**src/rtl/fpfa_pkg.sv**
```systemverilog
// ----------------------------------------------------------------------------
// Fixed partition allocator package
// Widths, types and codes shared by the allocator files.
// ----------------------------------------------------------------------------
`timescale 1ns / 1ps
`default_nettype none

package fpfa_pkg;

  localparam int MaxParts   = 5;
  localparam int SizeBits   = 16;
  localparam int IdxBits    = (MaxParts > 1) ? $clog2(MaxParts) : 1;
  localparam int CountBits  = 3;
  localparam int WasteBits  = 19;
  localparam int JobCntBits = 8;
  localparam int CfgIdxBits = 3;
  localparam int CfgDataBits = SizeBits;

  typedef logic [SizeBits-1:0]   size_t;
  typedef logic [IdxBits-1:0]    idx_t;
  typedef logic [CountBits-1:0]  count_t;
  typedef logic [WasteBits-1:0]  waste_t;
  typedef logic [JobCntBits-1:0] jobcnt_t;
  typedef logic [CfgIdxBits-1:0] cfgidx_t;

  typedef enum logic [1:0] {
    POL_FIRST,
    POL_BEST,
    POL_WORST,
    POL_NEXT
  } policy_e;

  typedef enum logic [CfgIdxBits-1:0] {
    CFG_POLICY,
    CFG_PART_COUNT,
    CFG_SIZE_0,
    CFG_SIZE_1,
    CFG_SIZE_2,
    CFG_SIZE_3,
    CFG_SIZE_4
  } cfg_idx_e;

  typedef enum logic {
    REQ_CLEAR,
    REQ_PLACE
  } req_type_e;

endpackage

`default_nettype wire

```
**src/rtl/fpfa_if.sv**
```systemverilog
// ----------------------------------------------------------------------------
// Fixed partition allocator channels
// Request, result and configuration channels with valid/ready handshakes.
// ----------------------------------------------------------------------------
`timescale 1ns / 1ps
`default_nettype none

interface fpfa_req_if;
  logic             valid;
  logic             ready;
  logic             req_type;
  fpfa_pkg::size_t  job_size;

  modport source (output valid, output req_type, output job_size, input ready);
  modport sink   (input valid, input req_type, input job_size, output ready);
endinterface

interface fpfa_res_if;
  logic             valid;
  logic             ready;
  logic             placed;
  fpfa_pkg::idx_t   part_index;
  fpfa_pkg::size_t  leftover;
  fpfa_pkg::jobcnt_t job_number;
  fpfa_pkg::waste_t total_waste;

  modport source (output valid, output placed, output part_index, output leftover,
                  output job_number, output total_waste, input ready);
  modport sink   (input valid, input placed, input part_index, input leftover,
                  input job_number, input total_waste, output ready);
endinterface

interface fpfa_cfg_if;
  logic                                 valid;
  logic                                 ready;
  fpfa_pkg::cfgidx_t                    index;
  logic [fpfa_pkg::CfgDataBits-1:0]     data;

  modport source (output valid, output index, output data, input ready);
  modport sink   (input valid, input index, input data, output ready);
endinterface

`default_nettype wire

```
**src/rtl/fixed_partition_fit_allocator_top.sv**
```systemverilog
// A request is captured in the input register; its result is registered and
// offered once the result register is free or being taken.
// Throughput: one request per cycle while results are taken; all partition
// compares and the selection sit between the input and result registers.
// Reset: asynchronous, active low; all partitions free, counters zero,
// policy first fit, five partitions of size zero. Configuration is always ready.
// ----------------------------------------------------------------------------
// Fixed partition fit allocator
// Places jobs into fixed partitions by first, best, worst or next fit, and frees all partitions on a clear request.
// ----------------------------------------------------------------------------
`timescale 1ns / 1ps
`default_nettype none

module fixed_partition_fit_allocator_top (
  input  wire   clk_i,
  input  wire   rst_ni,
  fpfa_req_if.sink   req_i,
  fpfa_res_if.source res_o,
  fpfa_cfg_if.sink   cfg_i
);

  logic                  in_valid_q;
  logic                  in_req_q;
  fpfa_pkg::size_t       in_job_q;

  fpfa_pkg::policy_e     policy_q;
  fpfa_pkg::count_t      part_count_q;
  fpfa_pkg::size_t       part_size_q [fpfa_pkg::MaxParts];

  logic [fpfa_pkg::MaxParts-1:0] busy_q, busy_d;
  fpfa_pkg::waste_t      alloc_q, alloc_d;
  fpfa_pkg::idx_t        next_start_q, next_start_d;
  fpfa_pkg::jobcnt_t     job_cnt_q, job_cnt_d;

  logic                  res_valid_q;
  logic                  res_placed_q;
  fpfa_pkg::idx_t        res_index_q;
  fpfa_pkg::size_t       res_left_q;
  fpfa_pkg::jobcnt_t     res_jobnum_q;
  fpfa_pkg::waste_t      res_waste_q;

  logic                  fire;
  logic                  is_place;
  fpfa_pkg::idx_t        n_use;
  fpfa_pkg::idx_t        start;
  logic [fpfa_pkg::MaxParts-1:0] eligible;
  logic                  ff_found, sel_found, nf_hi_found, found;
  fpfa_pkg::idx_t        ff_pick, sel_pick, nf_hi_pick, pick;
  fpfa_pkg::size_t       sel_size, pick_size;
  fpfa_pkg::waste_t      size_sum, waste;
  fpfa_pkg::cfgidx_t     size_slot;

  assign fire        = in_valid_q & (~res_valid_q | res_o.ready);
  assign req_i.ready = ~in_valid_q | fire;
  assign cfg_i.ready = 1'b1;
  assign is_place    = (in_req_q == fpfa_pkg::REQ_PLACE);
  assign size_slot   = cfg_i.index - fpfa_pkg::cfgidx_t'(fpfa_pkg::CFG_SIZE_0);

  always_ff @(posedge clk_i or negedge rst_ni) begin
    if (!rst_ni) begin
      in_valid_q <= 1'b0;
    end else if (req_i.ready) begin
      in_valid_q <= req_i.valid;
    end
  end

  always_ff @(posedge clk_i) begin
    if (req_i.ready && req_i.valid) begin
      in_req_q <= req_i.req_type;
      in_job_q <= req_i.job_size;
    end
  end

  always_ff @(posedge clk_i or negedge rst_ni) begin
    if (!rst_ni) begin
      policy_q     <= fpfa_pkg::POL_FIRST;
      part_count_q <= fpfa_pkg::count_t'(fpfa_pkg::MaxParts);
      for (int i = 0; i < fpfa_pkg::MaxParts; i++) begin
        part_size_q[i] <= '0;
      end
    end else if (cfg_i.valid) begin
      unique case (cfg_i.index)
        fpfa_pkg::CFG_POLICY: begin
          policy_q <= fpfa_pkg::policy_e'(cfg_i.data[1:0]);
        end
        fpfa_pkg::CFG_PART_COUNT: begin
          part_count_q <= cfg_i.data[fpfa_pkg::CountBits-1:0];
        end
        default: begin
          if (cfg_i.index >= fpfa_pkg::cfgidx_t'(fpfa_pkg::CFG_SIZE_0) &&
              size_slot < fpfa_pkg::cfgidx_t'(fpfa_pkg::MaxParts)) begin
            part_size_q[fpfa_pkg::idx_t'(size_slot)] <= cfg_i.data[fpfa_pkg::SizeBits-1:0];
          end
        end
      endcase
    end
  end

  always_comb begin
    if (part_count_q == '0) begin
      n_use = fpfa_pkg::idx_t'(1);
    end else if (part_count_q > fpfa_pkg::count_t'(fpfa_pkg::MaxParts)) begin
      n_use = fpfa_pkg::idx_t'(fpfa_pkg::MaxParts);
    end else begin
      n_use = fpfa_pkg::idx_t'(part_count_q);
    end
    start = (next_start_q < n_use) ? next_start_q : '0;
    for (int i = 0; i < fpfa_pkg::MaxParts; i++) begin
      eligible[i] = (fpfa_pkg::idx_t'(i) < n_use) && !busy_q[i] &&
                    (in_job_q <= part_size_q[i]);
    end
  end

  always_comb begin
    ff_found    = 1'b0;
    ff_pick     = '0;
    nf_hi_found = 1'b0;
    nf_hi_pick  = '0;
    for (int i = fpfa_pkg::MaxParts - 1; i >= 0; i--) begin
      if (eligible[i]) begin
        ff_found = 1'b1;
        ff_pick  = fpfa_pkg::idx_t'(i);
        if (fpfa_pkg::idx_t'(i) >= start) begin
          nf_hi_found = 1'b1;
          nf_hi_pick  = fpfa_pkg::idx_t'(i);
        end
      end
    end
  end

  always_comb begin
    sel_found = 1'b0;
    sel_pick  = '0;
    sel_size  = '0;
    for (int i = 0; i < fpfa_pkg::MaxParts; i++) begin
      if (eligible[i]) begin
        if (!sel_found ||
            (policy_q == fpfa_pkg::POL_BEST && part_size_q[i] < sel_size) ||
            (policy_q == fpfa_pkg::POL_WORST && part_size_q[i] > sel_size)) begin
          sel_pick = fpfa_pkg::idx_t'(i);
          sel_size = part_size_q[i];
        end
        sel_found = 1'b1;
      end
    end
  end

  always_comb begin
    unique case (policy_q)
      fpfa_pkg::POL_FIRST: begin
        found = ff_found;
        pick  = ff_pick;
      end
      fpfa_pkg::POL_BEST, fpfa_pkg::POL_WORST: begin
        found = sel_found;
        pick  = sel_pick;
      end
      fpfa_pkg::POL_NEXT: begin
        found = ff_found;
        pick  = nf_hi_found ? nf_hi_pick : ff_pick;
      end
      default: begin
        found = 1'b0;
        pick  = '0;
      end
    endcase
    found     = found & is_place;
    pick_size = part_size_q[pick];
  end

  always_comb begin
    busy_d       = busy_q;
    alloc_d      = alloc_q;
    next_start_d = next_start_q;
    job_cnt_d    = job_cnt_q;
    if (!is_place) begin
      busy_d       = '0;
      alloc_d      = '0;
      next_start_d = '0;
      job_cnt_d    = '0;
    end else begin
      if (job_cnt_q != '1) begin
        job_cnt_d = job_cnt_q + fpfa_pkg::jobcnt_t'(1);
      end
      if (found) begin
        busy_d[pick] = 1'b1;
        alloc_d      = alloc_q + fpfa_pkg::waste_t'(in_job_q);
        if (policy_q == fpfa_pkg::POL_NEXT) begin
          next_start_d = pick;
        end
      end
    end
    size_sum = '0;
    for (int i = 0; i < fpfa_pkg::MaxParts; i++) begin
      if (fpfa_pkg::idx_t'(i) < n_use) begin
        size_sum = size_sum + fpfa_pkg::waste_t'(part_size_q[i]);
      end
    end
    waste = (size_sum >= alloc_d) ? (size_sum - alloc_d) : '0;
  end

  always_ff @(posedge clk_i or negedge rst_ni) begin
    if (!rst_ni) begin
      busy_q       <= '0;
      alloc_q      <= '0;
      next_start_q <= '0;
      job_cnt_q    <= '0;
      res_valid_q  <= 1'b0;
    end else begin
      if (fire) begin
        busy_q       <= busy_d;
        alloc_q      <= alloc_d;
        next_start_q <= next_start_d;
        job_cnt_q    <= job_cnt_d;
        res_valid_q  <= 1'b1;
      end else if (res_o.ready) begin
        res_valid_q <= 1'b0;
      end
    end
  end

  always_ff @(posedge clk_i) begin
    if (fire) begin
      res_placed_q <= found;
      res_index_q  <= found ? pick : '0;
      res_left_q   <= found ? (pick_size - in_job_q) : '0;
      res_jobnum_q <= is_place ? job_cnt_q : '0;
      res_waste_q  <= waste;
    end
  end

  assign res_o.valid       = res_valid_q;
  assign res_o.placed      = res_placed_q;
  assign res_o.part_index  = res_index_q;
  assign res_o.leftover    = res_left_q;
  assign res_o.job_number  = res_jobnum_q;
  assign res_o.total_waste = res_waste_q;

endmodule

`default_nettype wire

```
**src/flat_wrapper.sv**
```systemverilog
// flat-port wrapper written by rule: the top's interface ports become plain ports
module fixed_partition_fit_allocator_top_flat 
  (clk_i, rst_ni, req_i_valid, req_i_req_type, req_i_job_size, req_i_ready, res_o_valid, res_o_placed, res_o_part_index, res_o_leftover, res_o_job_number, res_o_total_waste, res_o_ready, cfg_i_valid, cfg_i_index, cfg_i_data, cfg_i_ready);
  fpfa_req_if req_i_i ();
  fpfa_res_if res_o_i ();
  fpfa_cfg_if cfg_i_i ();
  input  wire clk_i;
  input  wire rst_ni;
  input wire logic [$bits(req_i_i.valid)-1:0] req_i_valid;
  input wire logic [$bits(req_i_i.req_type)-1:0] req_i_req_type;
  input wire logic [$bits(req_i_i.job_size)-1:0] req_i_job_size;
  output wire logic [$bits(req_i_i.ready)-1:0] req_i_ready;
  output wire logic [$bits(res_o_i.valid)-1:0] res_o_valid;
  output wire logic [$bits(res_o_i.placed)-1:0] res_o_placed;
  output wire logic [$bits(res_o_i.part_index)-1:0] res_o_part_index;
  output wire logic [$bits(res_o_i.leftover)-1:0] res_o_leftover;
  output wire logic [$bits(res_o_i.job_number)-1:0] res_o_job_number;
  output wire logic [$bits(res_o_i.total_waste)-1:0] res_o_total_waste;
  input wire logic [$bits(res_o_i.ready)-1:0] res_o_ready;
  input wire logic [$bits(cfg_i_i.valid)-1:0] cfg_i_valid;
  input wire logic [$bits(cfg_i_i.index)-1:0] cfg_i_index;
  input wire logic [$bits(cfg_i_i.data)-1:0] cfg_i_data;
  output wire logic [$bits(cfg_i_i.ready)-1:0] cfg_i_ready;
  assign req_i_i.valid = req_i_valid;
  assign req_i_i.req_type = req_i_req_type;
  assign req_i_i.job_size = req_i_job_size;
  assign req_i_ready = req_i_i.ready;
  assign res_o_valid = res_o_i.valid;
  assign res_o_placed = res_o_i.placed;
  assign res_o_part_index = res_o_i.part_index;
  assign res_o_leftover = res_o_i.leftover;
  assign res_o_job_number = res_o_i.job_number;
  assign res_o_total_waste = res_o_i.total_waste;
  assign res_o_i.ready = res_o_ready;
  assign cfg_i_i.valid = cfg_i_valid;
  assign cfg_i_i.index = cfg_i_index;
  assign cfg_i_i.data = cfg_i_data;
  assign cfg_i_ready = cfg_i_i.ready;
  fixed_partition_fit_allocator_top u_core (.clk_i(clk_i), .rst_ni(rst_ni), .req_i(req_i_i), .res_o(res_o_i), .cfg_i(cfg_i_i));
endmodule
```
**config.mk**
```make
export PLATFORM = sky130hd
export DESIGN_NAME = fixed_partition_fit_allocator_top_flat
export DESIGN_NICKNAME = d
export VERILOG_FILES = /design/src/rtl/fpfa_pkg.sv /design/src/rtl/fpfa_if.sv /design/src/rtl/fixed_partition_fit_allocator_top.sv /design/src/flat_wrapper.sv
export SDC_FILE = /design/constraint.sdc
export NUM_CORES = 1
export LEC_CHECK = 0
export BUFFER_PORTS_ARGS = -buffer_cell sky130_fd_sc_hd__buf_2
export CAP_MARGIN = 10
export CORE_AREA = 10 10 293 295
export CTS_BUF_LIST = sky130_fd_sc_hd__clkbuf_16
export CTS_CLUSTER_DIAMETER = 150
export CTS_CLUSTER_SIZE = 24
export DETAILED_ROUTE_END_ITERATION = 12
export DIE_AREA = 0 0 303 305
export GPL_TIMING_DRIVEN = 0
export RECOVER_POWER = 25
export SYNTH_ARGS = -nofsm -noshare
export SYNTH_HDL_FRONTEND = slang
export SYNTH_SLANG_ARGS = --single-unit
```
**constraint.sdc**
```tcl
create_clock -name clk_i -period 33.1 [get_ports clk_i]
set_input_delay 3.31 -clock clk_i [delete_from_list [all_inputs] [get_ports clk_i]]
set_output_delay 3.31 -clock clk_i [all_outputs]
set_load 0.02 [all_outputs]
```
==> impl_metrics.toml, run 1 <==
[worst_setup_path]
start_kind = "flip-flop"
required_ns = 33.35
endpoint_kind = "flip-flop"
worstPathArrival_ns = 20.35
cp_top_family = "compound AO/OA/AOI/OAI gates"
worst-path-max-fanout = 10
path_buf_inv = 9
cpPeakStageDelay_ns = 0.70
worstSetupPathType = "flip-flop to flip-flop"
slowest_stage = "a311oi_1"

[final_layout]
stdcell_count = 3309
num_antenna_cells = 0
final_nets = 2550
final_cell_mix = "ha_1 (266), nand2_1 (236), inv_1 (174)"
final_common_cell = "ha_1"
drive_gt1_share_pct = 10.8
area_delta_synth_final_pct = 13.2
nFillCells = 8699

[place]
dpl.hpwl_um = 52400
place_inst = 3277
finalWeightedCongestion = 0.957
numPortBuffers = 87
place_ws_ns = 13.71

[clock_network]
clk_latency_ns = 0.51
cts_resized = 0
cts_setup_buffers = 0
clockRootBuffer = "clkbuf_16"
clk_pin_slew_ns = 0.07
numCtsBuffers = 17
cts.sinks = 186
clockBufferDepth = 2
cts.htree.levels = 4
tritoncts = "done"
cts-hold-fix-buffers = 0

[timing]
timing.setup.tns_ns = 0
fmax_mhz = 49.8
worst_pin_slew_ns = 4.01
drv_slew = 125
hold_viol_final = 0
clock_skew_ns = 0.0128
setup_ws_ns = 13.00
min_period_ns = 20.10
fin_crit_sh_pct = 60.7
rsz0062_at_grt = "false"
slew_headroom_pct = -167
setup_violations = 0

[route]
vias_per_cell = 4.96
dr.pass1.iters = 7
postRouteAntennaNets = 0
drc = 0
drt_iter0_drc = 1589
via_count = 16400
wl_per_cell_um = 19.5
wl_um = 64400

[synth]
async_flop_share_pct = 65.6
yosys.area.top_type = "ha_1"
ys_seq_area_share_pct = 27.4
synthCells = 2128
synth_top_area_share_pct = 18.3
avgSynthCellArea_um2 = 8.54
synth-edff-count = 64
synth.distinct_cells = 86
synthFlopType = "dfrtp_1"
synth_fp_nets = 2442
ys_ff_latch = 186
synth_warnings = 0
syn-cell-area_um2 = 18200
synth_area_leaders = "ha_1 (18%), dfrtp_1 (17%), edfxtp_1 (11%), mux2_2 (5.4%), nand2_1 (4.9%)"

[grt]
grt_pass1_vias = 15300
grt_pass1_wl_um = 96500
antenna_found_initial = 11
grt_max_degree = 67
overflow = 0
grt.total_usage_pct = 13.7

[floorplanning]
fp.dieW_um = 303
die_area_um2 = 92400
start_util_pct = 22.7
die_y_um = 305
num_io_pins = 91
num_rows = 104
core-area_um2 = 79900

[outcome]
status = "finished, violations left"
failed_checks = "max-capacitance violations, max-slew violations"

[job]
maxCapViolations = 2

[min_path]
hp-class = "flip-flop to flip-flop"
## registers in the layout, indices dropped and copies added (netlist names)
register / cells
u_core.res_o.leftover: 16
u_core.in_valid_q: 1
u_core.res_o.valid: 1
u_core.part_count_q: 3
u_core.res_o.placed: 1
u_core.job_cnt_q: 8
u_core.in_req_q: 1
u_core.res_o.part_index: 3
u_core.part_size_q: 80
u_core.next_start_q: 3
u_core.in_job_q: 16
u_core.alloc_q: 19
u_core.res_o.job_number: 8
u_core.res_o.total_waste: 19
u_core.busy_q: 5
u_core.policy_q: 2
## Yosys cell counts, types with 21 or more instances
library cell / instances
mux2i_1: 26
edfxtp_1: 64
nor2_1: 128
clkbuf_1: 64
xnor2_1: 57
a31oi_1: 29
o211ai_1: 26
xor2_1: 37
and2_1: 21
dfrtp_1: 120
o21a_1: 23
mux2_2: 87
a22oi_1: 22
nand2_1: 236
nand4_1: 30
nand3_1: 54
inv_1: 172
a21o_1: 46
a21oi_1: 154
nor3_1: 33
ha_1: 266
o21ai_0: 151
## cell families after synthesis
| group | count (synthesis) | synth area share, % |
|---|---|---|
| XOR/XNOR | 94 | 4.53 |
| multiplexers | 113 | 6.82 |
| flip-flops | 186 | 27.4 |
| other | 1 | 0.0206 |
| AND/OR/NAND/NOR | 619 | 16.0 |
| AO/OA/AOI/OAI | 586 | 20.7 |
| adder cells (fa/ha/maj) | 273 | 19.1 |
| buffers and inverters | 256 | 5.43 |
## routing by layer
layer,vias to the layer above,GRT usage [%],share of wire (%)
li1,7934,-,-
met1,7798,18.5,45
met2,541,21.4,44
met3,110,2.96,7.1
met4,18,4.37,3.0
met5,-,0,0.17
## final cells by class
cell class	instances	area, um2	share of cell area, %
buffer	82	334	1.62
clock buffer	19	475	2.31
clock inverter	13	138	0.669
inverter	174	654	3.18
multi-input combinational	1686	12200	59.3
sequential	186	4980	24.2
tap	1060	1330	6.45
timing repair buffer	89	454	2.21
## through the flow
| stage | hold WS [ns] | cell area, um2 | utilization [%] |
|---|---|---|---|
| floorplan | 0.454 | 18200 | - |
| global placement | 0.469 | 19900 | 24.9 |
| detailed placement | 0.486 | 20000 | 25.0 |
| CTS | 0.493 | 20600 | 25.8 |
| global route | 0.524 | 20600 | 25.7 |
| finish | 0.490 | 20600 | 25.7 |
## worst reg2reg max path: cells and delay by family (launching register included)
kind	cells	cell delay, ns
DFF	1	0.64
muxes	2	0.75
and+or+nand+nor	19	4.01
adders and majority gates	6	1.94
AOI/OAI and AO/OA	30	8.14
buffers and inverters	9	4.34
## worst paths after layout
check / start / end / slack (ns) / cells after the start
worst max-delay path: u_core.in_job_q[15] / u_core.res_o.leftover[15] / 13.00 / 66
worst min-delay path: u_core.in_valid_q / u_core.res_o.valid / 0.49 / 1
worst max register to register: u_core.in_job_q[15] / u_core.res_o.leftover[15] / 13.00 / 66
worst min register to register: u_core.in_valid_q / u_core.res_o.valid / 0.49 / 1
max in group asynchronous: rst_ni / u_core.part_size_q[62] / 24.04 / 2
min in group asynchronous: rst_ni / u_core.res_o.valid / 3.97 / 1
Power of run 1 is not shown: default switching activity piles up to over one toggle a cycle in this logic, so the estimate is an artifact.
==> run 2: changes to the inputs <==
- clock period: 33.1 -> 17.1 ns (I/O delays scaled with it)
==> run 2 against run 1 <==
Largest cell class unchanged. The run still ends with max-capacitance violations, max-slew violations left. Global-route usage is 0.26 points higher. Critical endpoint unchanged. Hold slack hardly changed. Sequential share of layout area is 0.34 points lower. Fmax is 22% higher. Flip-flop and latch count stayed put. Critical path type unchanged. Design area is 1.6% higher. First-iteration DRC count is 7.7% lower. Non-clock buffer count is 16 higher. Highest routed layer unchanged.
==> impl_metrics.toml, run 2 (synthesized netlist as in run 1, its figures left out) <==
[route]
wl_um = 65700
drc = 0
drt_iter0_drc = 1467
dr.pass1.iters = 6
via_count = 16600
postRouteAntennaNets = 0
vias_per_cell = 4.99
wl_per_cell_um = 19.8

[worst_setup_path]
worst-path-max-fanout = 10
slowest_stage = "or4_1"
required_ns = 17.35
endpoint_kind = "flip-flop"
r2r_slack_ns = 0.67
rr_worst_depth = 64
cpPeakStageDelay_ns = 0.63
worstReg2RegEnd = "u_core.res_o.leftover[15]"
worstSetupPathType = "flip-flop to flip-flop"
r2r_start = "u_core.in_job_q[12]"
start_kind = "flip-flop"
crit_top_cell = "ha_1"
worstPathArrival_ns = 16.68

[floorplanning]
start_util_pct = 22.7
num_rows = 104
die_y_um = 305
die_area_um2 = 92400
num_io_pins = 91
fp.dieW_um = 303
core-area_um2 = 79900

[clock_network]
numCtsBuffers = 17
cts.sinks = 186
cts.htree.levels = 4
tritoncts = "done"
cts-hold-fix-buffers = 0
clockBufferDepth = 2
clk_latency_ns = 0.51
clockRootBuffer = "clkbuf_16"
clk_pin_slew_ns = 0.07

[timing]
min_period_ns = 16.43
drv_slew = 125
slew_headroom_pct = -166
worst_pin_slew_ns = 3.99
fmax_mhz = 60.9
clock_skew_ns = 0.0155
setup_violations = 0
hold_viol_final = 0
fin_crit_sh_pct = 96.1

[final_layout]
largest_reg_flops = 80
final_common_cell = "ha_1"
largest_register = "u_core.part_size_q"
num_antenna_cells = 0
nFillCells = 8680
area_delta_synth_final_pct = 15.0
final_nets = 2566
final_cell_mix = "ha_1 (266), nand2_1 (236), inv_1 (174)"
final_util_pct = 26.1
drive_gt1_share_pct = 13.0

[min_path]
hp-class = "flip-flop to flip-flop"
holdCritStartpoint = "u_core.in_valid_q"
hold-path-cell-count = 1
hold-path-endpoint = "u_core.res_o.valid"

[grt]
grt_pass1_wl_um = 97800
grt_max_degree = 67
grt_pass1_vias = 15400
grt.total_usage_pct = 14.0
antenna_found_initial = 11
overflow = 0

[place]
numPortBuffers = 87
finalWeightedCongestion = 0.957
dpl.hpwl_um = 52400

[outcome]
status = "finished, violations left"
failed_checks = "max-capacitance violations, max-slew violations"

[job]
maxCapViolations = 2
==> run 2: changes by cell type in the layout (fill, tap and decap cells not counted), moves of 5 or more <==
| cell | delta |
|---|---|
| buf_4 | +19 |
| mux2i_1 | -7 |
| clkbuf_4 | +6 |
| dfrtp_1 | -5 |
| clkbuf_1 | -9 |
| dfrtp_2 | +5 |
| mux2i_2 | +6 |
==> run 2: worst max-delay path by stage <==
stage	slack, ns	cells after the start	from	to
after floorplan	2.78	68	u_core.in_job_q[11]	u_core.res_o.leftover[14]
after global placement	-2.21	66	u_core.in_job_q[15]	u_core.res_o.leftover[15]
after detailed placement	-2.29	66	u_core.in_job_q[15]	u_core.res_o.leftover[15]
after CTS	0.02	66	u_core.part_size_q[79]	u_core.res_o.leftover[15]
after global routing	-0.10	66	u_core.in_job_q[11]	u_core.res_o.leftover[15]
final	0.67	64	u_core.in_job_q[12]	u_core.res_o.leftover[15]
==> run 2: area by class of cell <==
cell class	instances	area, um2	share of cell area (%)
multi-input cells	1686	12300	59.0
flip-flops and latches	186	4980	23.9
well taps	1060	1330	6.35
inverters	174	654	3.13
repair buffers	107	614	2.94
clock buffers	19	475	2.28
plain buffers	80	369	1.77
clock inverters	13	138	0.659
==> run 2: worst max-delay path, delay by kind of cell, from the launching register on <==
family / cells / cell delay, ns
multiplexers: 2 / 0.66
AO/OA/AOI/OAI: 30 / 7.04
adder cells (fa/ha/maj): 6 / 1.68
AND/OR/NAND/NOR: 17 / 4.01
flip-flops: 1 / 0.56
buffers and inverters: 9 / 2.21
==> run 2: stage by stage <==
| step | TNS, ns | std cells | hold WS, ns | setup WS [ns] | area [um2] |
|---|---|---|---|---|---|
| 5_1_grt | -0.139 | 3325 | 0.524 | -0.105 | 20900 |
| 3_3_place_gp | -16.48 | 3275 | 0.469 | -2.21 | 19900 |
| 3_5_place_dp | -16.96 | 3277 | 0.486 | -2.29 | 20000 |
| 6_report | 0 | 3325 | 0.490 | 0.668 | 20900 |
| 2_1_floorplan | 0 | 2128 | 0.454 | 2.78 | 18200 |
| 4_1_cts | 0 | 3318 | 0.493 | 0.0171 | 20700 |
==> run 2: timing repair <==
| action | 4_1_cts | 5_1_grt |
|---|---|---|
| pin swaps | 1 | 4 |
| setup endpoints to repair | 13 | 10 |
| setup buffers | 10 | 8 |
| resized for setup | 15 | 45 |
==> run 2: routing by layer <==
metal | global-route usage, % | vias up | wire, um | share of wire (%)
met4 | 5.42 | 20 | 2690 | 4.1
met3 | 3.06 | 148 | 4930 | 7.5
li1 | - | 7965 | - | -
met1 | 18.5 | 7848 | 29100 | 44
met2 | 21.8 | 619 | 28900 | 44
met5 | 0 | - | 122 | 0.19
Power of run 2 is left out for the same reason.
==> run 3: changes to the inputs <==
- CORE_AREA: 10 10 293 295 -> 10 10 336 257
- DIE_AREA: 0 0 303 305 -> 0 0 346 267
==> run 3 against run 2 <==
The run still ends with max-capacitance violations, max-slew violations left. Fmax fell by 1.1%. Core utilization fell by 0.15 points. Setup slack worse by 0.19 ns. Sequential share of layout area rose by 0.19 points. Die area hardly changed. Non-clock buffer count is 7 lower. First-iteration DRC count rose by 28%. Flip-flop and latch count unchanged. Routed wire length about the same. Via count is 1.0% higher. Cell count fell by 0.27%. Critical path type unchanged. Critical endpoint unchanged.
==> impl_metrics.toml, run 3 (synthesized netlist as in run 1, its figures left out) <==
[floorplanning]
start_util_pct = 22.8
num_rows = 90
core-area_um2 = 79700
die_area_um2 = 92400
die_y_um = 267
fp.dieW_um = 346
num_io_pins = 91

[route]
dr.pass1.iters = 5
postRouteAntennaNets = 0
wl_um = 65800
wl_per_cell_um = 19.8
vias_per_cell = 5.06
via_count = 16800
drc = 0
drt_iter0_drc = 1871

[timing]
fin_crit_sh_pct = 97.2
clock_skew_ns = 0.0330
slew_headroom_pct = -198
min_period_ns = 16.62
hold_viol_final = 0
fmax_mhz = 60.2
setup_violations = 0
drv_slew = 125
worst_pin_slew_ns = 4.47

[worst_setup_path]
crit_top_cell = "ha_1"
endpoint_kind = "flip-flop"
r2r_start = "u_core.part_size_q[79]"
worst-path-max-fanout = 10
slowest_stage = "or4_1"
cp_top_family = "compound AO/OA/AOI/OAI gates"
worstReg2RegEnd = "u_core.res_o.leftover[15]"
worstSetupPathType = "flip-flop to flip-flop"
rr_worst_depth = 66
path_buf_inv = 9
worstPathArrival_ns = 16.84
r2r_slack_ns = 0.48
start_kind = "flip-flop"
required_ns = 17.32
cpPeakStageDelay_ns = 0.62

[final_layout]
drive_gt1_share_pct = 12.8
final_common_cell = "ha_1"
num_antenna_cells = 0
area_delta_synth_final_pct = 14.0
final_nets = 2559
largest_register = "u_core.part_size_q"
stdcell_count = 3316
final_cell_mix = "ha_1 (266), nand2_1 (236), inv_1 (173)"
largest_reg_flops = 80

[clock_network]
cts-hold-fix-buffers = 0
clockBufferDepth = 2
clk_pin_slew_ns = 0.09
cts.sinks = 186
tritoncts = "done"
clockRootBuffer = "clkbuf_16"
cts.htree.levels = 4
clk_latency_ns = 0.48
numCtsBuffers = 17

[place]
finalWeightedCongestion = 0.947
place_inst = 3275
numPortBuffers = 87
dpl.hpwl_um = 53600

[grt]
overflow = 0
grt_pass1_wl_um = 97400
grt_max_degree = 71
grt.total_usage_pct = 13.8
use_met3_pct = 3.75
top_usage_layer = "met2"
antenna_found_initial = 5
grt_util_met2_pct = 20.0
use_met1_pct = 19.9
grt_pass1_vias = 15200

[min_path]
hold-path-endpoint = "u_core.res_o.valid"
hp-class = "flip-flop to flip-flop"
holdCritStartpoint = "u_core.in_valid_q"
hold-path-cell-count = 1

[outcome]
failed_checks = "max-capacitance violations, max-slew violations"
status = "finished, violations left"

[job]
maxCapViolations = 2
## run 3: layer usage
layer / wire length [um] / vias up
li1: - / 7938
met1: 30800 / 7993
met2: 26800 / 751
met3: 6890 / 77
met4: 1330 / 8
met5: 44 / -
## run 3: worst max-delay path by stage
stage                           start                        end  cells past startpoint
2_1_floorplan     u_core.in_job_q[11]  u_core.res_o.leftover[14]                     68
3_3_place_gp      u_core.in_job_q[15]  u_core.res_o.leftover[15]                     66
3_5_place_dp      u_core.in_job_q[15]  u_core.res_o.leftover[15]                     66
4_1_cts        u_core.part_size_q[78]  u_core.res_o.leftover[15]                     66
5_1_grt        u_core.part_size_q[79]  u_core.res_o.leftover[15]                     66
6_report       u_core.part_size_q[79]  u_core.res_o.leftover[15]                     66
## run 3: what timing repair did
item                       CTS  global route
resized for setup           16            34
setup buffers                7             5
setup endpoints to repair   15             9
pin swaps                    1             3
## run 3: layout make-up
class,count,area [um2]
repair buffers,101,548
well taps,1058,1320
inverters,174,654
plain buffers,79,358
flip-flops and latches,186,4980
fillers,8637,59000
clock buffers,18,450
clock inverters,14,134
multi-input cells,1686,12300
## run 3: through the flow
stage / utilization [%] / TNS (ns) / hold WS, ns / worst slack [ns] / area [um2]
floorplan: - / 0 / 0.454 / 2.78 / 18200
finish: 26.0 / 0 / 0.516 / 0.479 / 20700
detailed placement: 25.1 / -20.87 / 0.487 / -2.38 / 20000
global placement: 25.0 / -19.94 / 0.468 / -2.36 / 19900
global route: 26.0 / -0.0603 / 0.532 / -0.0603 / 20700
CTS: 25.9 / 0 / 0.518 / 0.0599 / 20700
Power of run 3 is left out for the same reason.
